<file path="config.mk">
export PLATFORM = sky130hd
export DESIGN_NAME = tick_timebase_stopwatch
export DESIGN_NICKNAME = d
export VERILOG_FILES = /design/src/sv/tts_pkg.sv /design/src/sv/tts_in_reg.sv /design/src/sv/tts_exec.sv /design/src/sv/tick_timebase_stopwatch.sv
export SDC_FILE = /design/constraint.sdc
export NUM_CORES = 1
export LEC_CHECK = 0
export ABC_AREA = 1
export CORE_MARGIN = 3
export CORE_UTILIZATION = 40
export CTS_CLUSTER_DIAMETER = 60
export DETAILED_ROUTE_END_ITERATION = 10
export DONT_BUFFER_PORTS = 1
export SYNTH_ARGS = -nofsm -noshare
export SYNTH_HDL_FRONTEND = slang
export SYNTH_SLANG_ARGS = --single-unit
</file>
<file path="constraint.sdc">
create_clock -name clk -period 6.7 [get_ports clk]
set_input_delay 0.335 -clock clk [delete_from_list [all_inputs] [get_ports clk]]
set_output_delay 0.335 -clock clk [all_outputs]
set_load 0.01 [all_outputs]
</file>
<file path="src/sv/tts_pkg.sv">
// Shared types, request codes and tick-base tables for the tick timebase stopwatch.
// No dependencies; every other file imports this package.
`default_nettype none

package tts_pkg;

    // Clock cycles per microsecond of the system clock.
    localparam int CLOCKS_PER_US = 42;

    // Widths of the state and of the microseconds-per-tick table.
    localparam int PRESCALE_W = 26;
    localparam int COUNT_W    = 32;
    localparam int US_W       = 20;
    localparam int BASE_W     = 3;
    localparam int REQ_W      = 3;

    // Request codes; six and seven are unused; they change no state and return zero.
    localparam logic [REQ_W-1:0] REQ_STEP  = 3'd0;
    localparam logic [REQ_W-1:0] REQ_READ  = 3'd1;
    localparam logic [REQ_W-1:0] REQ_DELTA = 3'd2;
    localparam logic [REQ_W-1:0] REQ_START = 3'd3;
    localparam logic [REQ_W-1:0] REQ_STOP  = 3'd4;
    localparam logic [REQ_W-1:0] REQ_CONV  = 3'd5;

    // Tick base codes.
    localparam logic [BASE_W-1:0] BASE_1US    = 3'd0;
    localparam logic [BASE_W-1:0] BASE_10US   = 3'd1;
    localparam logic [BASE_W-1:0] BASE_100US  = 3'd2;
    localparam logic [BASE_W-1:0] BASE_1MS    = 3'd3;
    localparam logic [BASE_W-1:0] BASE_10MS   = 3'd4;
    localparam logic [BASE_W-1:0] BASE_100MS  = 3'd5;

    typedef struct packed {
        logic [REQ_W-1:0]   req_type;
        logic [COUNT_W-1:0] tick_value;
    } tts_in_t;

    typedef struct packed {
        logic [COUNT_W-1:0] result_value;
        logic               tick_event;
    } tts_out_t;

    // Input register contents handed to the execute stage.
    typedef struct packed {
        logic    valid;
        tts_in_t item;
    } tts_slot_t;

    // Microseconds per tick; the unused codes behave as 1000 ms.
    function automatic logic [US_W-1:0] us_per_tick(input logic [BASE_W-1:0] base);
        logic [US_W-1:0] us;
        case (base)
            BASE_1US:   us = US_W'(1);
            BASE_10US:  us = US_W'(10);
            BASE_100US: us = US_W'(100);
            BASE_1MS:   us = US_W'(1000);
            BASE_10MS:  us = US_W'(10000);
            BASE_100MS: us = US_W'(100000);
            default:    us = US_W'(1000000);
        endcase
        return us;
    endfunction

    // Clock steps per tick period, from constants only.
    function automatic logic [PRESCALE_W-1:0] period_clocks(input logic [BASE_W-1:0] base);
        logic [PRESCALE_W-1:0] p;
        case (base)
            BASE_1US:   p = PRESCALE_W'(CLOCKS_PER_US * 1);
            BASE_10US:  p = PRESCALE_W'(CLOCKS_PER_US * 10);
            BASE_100US: p = PRESCALE_W'(CLOCKS_PER_US * 100);
            BASE_1MS:   p = PRESCALE_W'(CLOCKS_PER_US * 1000);
            BASE_10MS:  p = PRESCALE_W'(CLOCKS_PER_US * 10000);
            BASE_100MS: p = PRESCALE_W'(CLOCKS_PER_US * 100000);
            default:    p = PRESCALE_W'(CLOCKS_PER_US * 1000000);
        endcase
        return p;
    endfunction

endpackage

`default_nettype wire

</file>
<file path="src/sv/tts_in_reg.sv">
// Input register stage of the tick timebase stopwatch.
// Depends on tts_pkg for the request and slot types.
`default_nettype none

module tts_in_reg (
    input  wire              clk,
    input  wire              rst_n,
    input  wire              req_valid,
    output logic             req_stall,
    input  tts_pkg::tts_in_t req,
    input  wire              advance,
    output tts_pkg::tts_slot_t slot
);
    import tts_pkg::*;

    logic    valid_reg;
    logic    valid_next;
    tts_in_t item_reg;
    logic    load;

    // Hold only while the execute stage cannot take the held transaction.
    assign req_stall = valid_reg && !advance;
    assign load      = req_valid && !req_stall;

    always_comb
    begin
        if (load)
        begin
            valid_next = 1'b1;
        end
        else if (advance)
        begin
            valid_next = 1'b0;
        end
        else
        begin
            valid_next = valid_reg;
        end
    end

    always_ff @(posedge clk or negedge rst_n)
    begin
        if (!rst_n)
        begin
            valid_reg <= 1'b0;
        end
        else
        begin
            valid_reg <= valid_next;
        end
    end

    always_ff @(posedge clk)
    begin
        if (load)
        begin
            item_reg <= req;
        end
    end

    assign slot = {valid_reg, item_reg};

endmodule

`default_nettype wire

</file>
<file path="src/sv/tts_exec.sv">
// Execute stage: timebase state, request decode and the result register.
// Depends on tts_pkg for types, request codes and tick-base tables.
`default_nettype none

module tts_exec (
    input  wire                            clk,
    input  wire                            rst_n,
    input  wire                            cfg_write_en,
    input  wire [tts_pkg::BASE_W-1:0]      cfg_write_data,
    input  tts_pkg::tts_slot_t             slot,
    output logic                           advance,
    output logic                           rsp_valid,
    input  wire                            rsp_stall,
    output tts_pkg::tts_out_t              rsp
);
    import tts_pkg::*;

    logic [BASE_W-1:0]     base_reg;
    logic [BASE_W-1:0]     base_next;
    logic [PRESCALE_W-1:0] prescale_reg;
    logic [PRESCALE_W-1:0] prescale_next;
    logic [COUNT_W-1:0]    tick_reg;
    logic [COUNT_W-1:0]    tick_next;
    logic [COUNT_W-1:0]    mark_reg;
    logic [COUNT_W-1:0]    mark_next;
    logic [COUNT_W-1:0]    cap_reg;
    logic [COUNT_W-1:0]    cap_next;
    logic                  out_valid_reg;
    logic                  out_valid_next;
    tts_out_t              out_reg;
    tts_out_t              out_next;

    logic [PRESCALE_W:0]       step_sum;
    logic                      period_done;
    logic [COUNT_W+US_W-1:0]   conv_prod;

    assign advance = slot.valid && (!out_valid_reg || !rsp_stall);

    assign step_sum    = {1'b0, prescale_reg} + (PRESCALE_W+1)'(1);
    assign period_done = step_sum >= {1'b0, period_clocks(base_reg)};
    assign conv_prod   = {{US_W{1'b0}}, slot.item.tick_value}
                       * {{COUNT_W{1'b0}}, us_per_tick(base_reg)};

    always_comb
    begin
        base_next     = base_reg;
        prescale_next = prescale_reg;
        tick_next     = tick_reg;
        mark_next     = mark_reg;
        cap_next      = cap_reg;
        out_next      = '0;

        if (advance)
        begin
            case (slot.item.req_type)
                REQ_STEP:
                begin
                    if (period_done)
                    begin
                        prescale_next       = '0;
                        tick_next           = tick_reg + COUNT_W'(1);
                        out_next.tick_event = 1'b1;
                    end
                    else
                    begin
                        prescale_next = step_sum[PRESCALE_W-1:0];
                    end
                end
                REQ_READ:
                begin
                    out_next.result_value = tick_reg;
                end
                REQ_DELTA:
                begin
                    out_next.result_value = tick_reg - mark_reg;
                    mark_next             = tick_reg;
                end
                REQ_START:
                begin
                    cap_next              = tick_reg;
                    out_next.result_value = tick_reg;
                end
                REQ_STOP:
                begin
                    out_next.result_value = tick_reg - cap_reg;
                end
                REQ_CONV:
                begin
                    out_next.result_value = conv_prod[COUNT_W-1:0];
                end
                default:
                begin
                    out_next = '0;
                end
            endcase
        end

        // Config must only arrive while idle; the block does not enforce it. It resets the running count.
        if (cfg_write_en)
        begin
            base_next     = cfg_write_data;
            prescale_next = '0;
            tick_next     = '0;
        end
    end

    always_comb
    begin
        if (advance)
        begin
            out_valid_next = 1'b1;
        end
        else if (!rsp_stall)
        begin
            out_valid_next = 1'b0;
        end
        else
        begin
            out_valid_next = out_valid_reg;
        end
    end

    always_ff @(posedge clk or negedge rst_n)
    begin
        if (!rst_n)
        begin
            base_reg      <= '0;
            prescale_reg  <= '0;
            tick_reg      <= '0;
            mark_reg      <= '0;
            cap_reg       <= '0;
            out_valid_reg <= 1'b0;
        end
        else
        begin
            base_reg      <= base_next;
            prescale_reg  <= prescale_next;
            tick_reg      <= tick_next;
            mark_reg      <= mark_next;
            cap_reg       <= cap_next;
            out_valid_reg <= out_valid_next;
        end
    end

    always_ff @(posedge clk)
    begin
        if (advance)
        begin
            out_reg <= out_next;
        end
    end

    assign rsp_valid = out_valid_reg;
    assign rsp       = out_reg;

endmodule

`default_nettype wire

</file>
<file path="src/sv/tick_timebase_stopwatch.sv">
// Top level of the tick timebase stopwatch: input register plus execute stage.
// Depends on tts_pkg, tts_in_reg and tts_exec.
//
//   channel   handshake                  payload
//   -------   -------------------------  -----------------------------------
//   req       req_valid / req_stall      tts_in_t  {req_type, tick_value}
//   rsp       rsp_valid / rsp_stall      tts_out_t {result_value, tick_event}
//   cfg       cfg_write_en               cfg_write_data = tick_base
//
// One transaction per cycle is accepted and one result per cycle delivered
// while rsp_stall is low. A request passes the input register, then the result
// register; the state update, decode and the 32x20 conversion multiply sit between
// them. rsp_stall holds the result register; req_stall rises only while both the
// result and input registers are full and rsp_stall is high.
// Reset (rst_n low, asynchronous) clears the tick base, all counters and marks.
`default_nettype none

module tick_timebase_stopwatch (
    input  wire                        clk,
    input  wire                        rst_n,
    input  wire                        req_valid,
    output logic                       req_stall,
    input  tts_pkg::tts_in_t           req,
    output logic                       rsp_valid,
    input  wire                        rsp_stall,
    output tts_pkg::tts_out_t          rsp,
    input  wire                        cfg_write_en,
    input  wire [tts_pkg::BASE_W-1:0]  cfg_write_data
);
    import tts_pkg::*;

    tts_slot_t slot;
    logic      advance;

    // Input register: parts the request side from the result register.
    tts_in_reg u_in_reg (
        .clk       (clk),
        .rst_n     (rst_n),
        .req_valid (req_valid),
        .req_stall (req_stall),
        .req       (req),
        .advance   (advance),
        .slot      (slot)
    );

    // Timebase state, request decode and result register.
    tts_exec u_exec (
        .clk            (clk),
        .rst_n          (rst_n),
        .cfg_write_en   (cfg_write_en),
        .cfg_write_data (cfg_write_data),
        .slot           (slot),
        .advance        (advance),
        .rsp_valid      (rsp_valid),
        .rsp_stall      (rsp_stall),
        .rsp            (rsp)
    );

endmodule

`default_nettype wire

</file>
==> flow_summary.yaml <==
worst_setup_path:
  required_ns: 6.94
  cp_max_fo: 8
  cp_top_family: "adder cells"
  reg2reg_slack_ns: -0.04
  timing.rr.start: "u_exec.base_reg[1]"
  crit_buf_inv: 7
  worstPathArrival_ns: 6.98
  cp-start-kind: "register"
  cp_slowest_stage_delay_ns: 0.52
  crit_slowest_cell: "fa_1"
  path_class: "register to register"
  rr_worst_depth: 26
  crit_top_cell: "fa_1"
  timing.rr.end: "u_exec.rsp[30]"
  cp-end-kind: "register"
floorplanning:
  die_w_um: 253.1
  ioPinCount: 78
  core_um2: 59690
  die_y_um: 253.1
  start_util_pct: 40.92
  rows: 89
  die_area_um2: 64060
global_routing:
  antenna_found_initial: 1
  use_met2_pct: 41.35
  overflow: 0
  grt_max_degree: 128
  use_met1_pct: 33.89
  met3_usage_pct: 3.174
  grt_pass1_wl_um: 122200
  grt.busiest_layer: "met2"
  track_usage_pct: 24.89
  grt_pass1_vias: 21390
clock_network:
  clk_path_buf_depth: 2
  cts_buffers: 17
  clock_sinks: 195
  clkTransAtPathRegs_ns: 0.08
  h-tree-depth: 4
  cts-root-buf: "clkbuf_16"
  clk_latency_ns: 0.52
  cts_tree: "built"
synth:
  yosysSeqAreaShare_pct: 21.37
  yosys_warnings: 0
  synthesis.area_um2: 24420
  synth_top_flop_cell: "dfrtp_1"
  ys_seq_elements: 195
  async_reset_ff_share_pct: 65.13
  synth-edff-count: 68
  synth.avg_cell_area_um2: 7.886
  synth_cell_type_count: 53
  syn-num-nets: 3603
  syn_inst: 3097
sta:
  fmax_mhz: 148.5
  finalHoldViolCount: 0
  setup_viol_count_final: 5
  final.period_utilization_pct: 100.5
  worst_slew_pin_slew_ns: 1.154
  grt_setup_unrepaired: "true"
  fin_crit_ns: 6.735
  slew_headroom_pct: 22.77
  skew_ns: 0.03177
  drv_slew: 0
  setup_ws_ns: -0.03501
  hold_slack_ns: 0.04837
power_and_ir_drop:
  combPwrFrac_pct: 85.2
  seq_power_share_pct: 8.6
  power_density_nw_per_um2: 612.4
  p_leak_uw: 0.01473
  switchingPower_uw: 9097
  pwr-share-clk_pct: 6.2
  vdd_ir_drop_max_uv: 831.9
  switching_share_pct: 50.98
  p_int_uw: 8747
place:
  dp_hpwl_um: 62340
  dp_cells: 4006
  place_congestion: 0.9418
  io_buffers: 0
final_layout:
  fin_nets: 3838
  drive_above_1_share_pct: 16.95
  largest_reg_flops: 35
  multi_input_area_um2: 17240
  syn_to_final_growth_pct: 19.31
  seqCellArea_um2: 5224
  final_cells: 4118
  n_antenna_cell: 0
  fill_cells: 5863
outcome:
  violations: "setup timing"
  outcome: "finished with violations"
drt:
  initialDrtViolationCount: 1640
  vias: 21170
  drcViolationCount: 0
  drtPass1Iterations: 6
  viasPerCell: 5.140
  drt-total-wl_um: 77820
  ant_nets: 0
  wl_per_cell_um: 18.90
job:
  maxCapViolations: 0
hold_path:
  whs_endpoint: "u_exec.tick_reg[21]"
  hold_depth: 3
  min_path_type: "input port to register"
  min-delay-start: "cfg_write_en"
cell usage after synthesis, types with 7 or more instances:
cell type	number	area [µm²]
inv_1	645	2421
nand2_1	629	2361
nor2_1	326	1224
fa_1	313	6266
ha_1	150	1877
o21ai_0	149	745.7
dfrtp_1	127	3178
nand3_1	114	570.6
a21oi_1	110	550.5
edfxtp_1	68	2042
xor2_1	60	525.5
clkbuf_1	57	214.0
nor3_1	44	220.2
nand2_2	34	212.7
mux2i_1	31	310.3
nand4_1	29	181.4
o211ai_1	22	165.2
o21bai_1	19	142.6
buf_1	17	63.81
nor4_1	17	106.4
a21o_1	14	105.1
clkinv_1	12	45.04
o22ai_2	10	125.1
a31oi_1	9	56.30
or2_2	9	56.30
nor2_2	8	50.05
buf_2	7	35.03
nand3b_1	7	52.55
o221ai_1	7	61.31
xnor2_1	7	61.31
cell usage in the layout, fill, tap and decap left out, drive strengths merged, types with 30 or more instances in the layout:
| cell | instances |
|---|---|
| mux2i | 31 |
| o21ai | 155 |
| buf | 261 |
| inv | 662 |
| nor2 | 337 |
| ha | 150 |
| fa | 313 |
| dlygate4sd3 | 44 |
| xor2 | 60 |
| nor3 | 44 |
| dfrtp | 127 |
| nand2 | 664 |
| nand3 | 116 |
| nand4 | 30 |
| edfxtp | 68 |
| a21oi | 110 |
through the flow:
step | power, µW | TNS, ns | util [%] | setup slack, ns | area [µm²]
6_report | 17840 | -0.1167 | 48.82 | -0.03501 | 29140
5_1_grt | 19240 | -3.123 | 48.82 | -0.2670 | 29140
4_1_cts | 15010 | -0.09125 | 47.27 | -0.02934 | 28220
3_5_place_dp | 12870 | -5.210 | 44.83 | -0.5031 | 26760
3_3_place_gp | 12890 | -4.635 | 44.83 | -0.4145 | 26760
2_1_floorplan | 7650 | 0 | - | 0.007333 | 24420
power groups by stage:
stage / clock, µW / combinational (µW) / sequential (µW)
6_report: 1110 / 15200 / 1540
5_1_grt: 1170 / 16500 / 1550
4_1_cts: 1130 / 12300 / 1540
3_5_place_dp: 0 / 11300 / 1570
3_3_place_gp: 0 / 11300 / 1570
2_1_floorplan: 0 / 6140 / 1510
how the worst max path moves through the flow:
stage / cells after the start / start / end / slack (ns)
finish: 26 / u_exec.base_reg[1] / u_exec.rsp[30] / -0.04
global route: 29 / u_exec.base_reg[1] / u_exec.rsp[27] / -0.27
CTS: 27 / u_exec.base_reg[1] / u_exec.rsp[20] / -0.03
detailed placement: 29 / u_exec.base_reg[1] / u_exec.rsp[27] / -0.50
global placement: 29 / u_exec.base_reg[1] / u_exec.rsp[27] / -0.41
floorplan: 31 / u_exec.base_reg[1] / u_exec.rsp[22] / 0.007
cell families (layout without fill, tap and decap cells):
| group | after synthesis | count (layout) | synth area share [%] |
|---|---|---|---|
| mux | 31 | 31 | 1.271 |
| compound gates | 362 | 362 | 8.674 |
| xor+xnor | 67 | 67 | 2.403 |
| buf+inv | 753 | 1001 | 11.91 |
| flops | 195 | 195 | 21.37 |
| fa+ha+maj | 463 | 463 | 33.34 |
| simple gates | 1226 | 1226 | 21.03 |
tightest hold or removal path, cell delays in order:
cell	delay, ns
nor2_1	0.03
nand3_1	0.08
nand2_1	0.06
final cells by class:
type | count | share of cell area (%)
clock buffers | 17 | 1.460
clock inverters | 15 | 0.5883
inverters | 663 | 8.592
multi-input cells | 2149 | 59.17
flip-flops and latches | 195 | 17.93
well taps | 773 | 3.319
repair buffers | 306 | 8.945
metal layers:
layer / up-vias / share of wire, %
met4: 2 / 3.0
met5: - / 0.017
met1: 10290 / 44
li1: 10050 / -
met2: 688 / 47
met3: 133 / 6.0
repair_timing:
item,in CTS,in global routing
setup endpoints to repair,20,24
buffers inserted,11,23
resized for setup,71,194
cloned,0,1
hold buffers,45,0
hold endpoints to repair,182,0
pin swaps,13,83
Note: power is estimated with default switching activity, not from simulation.
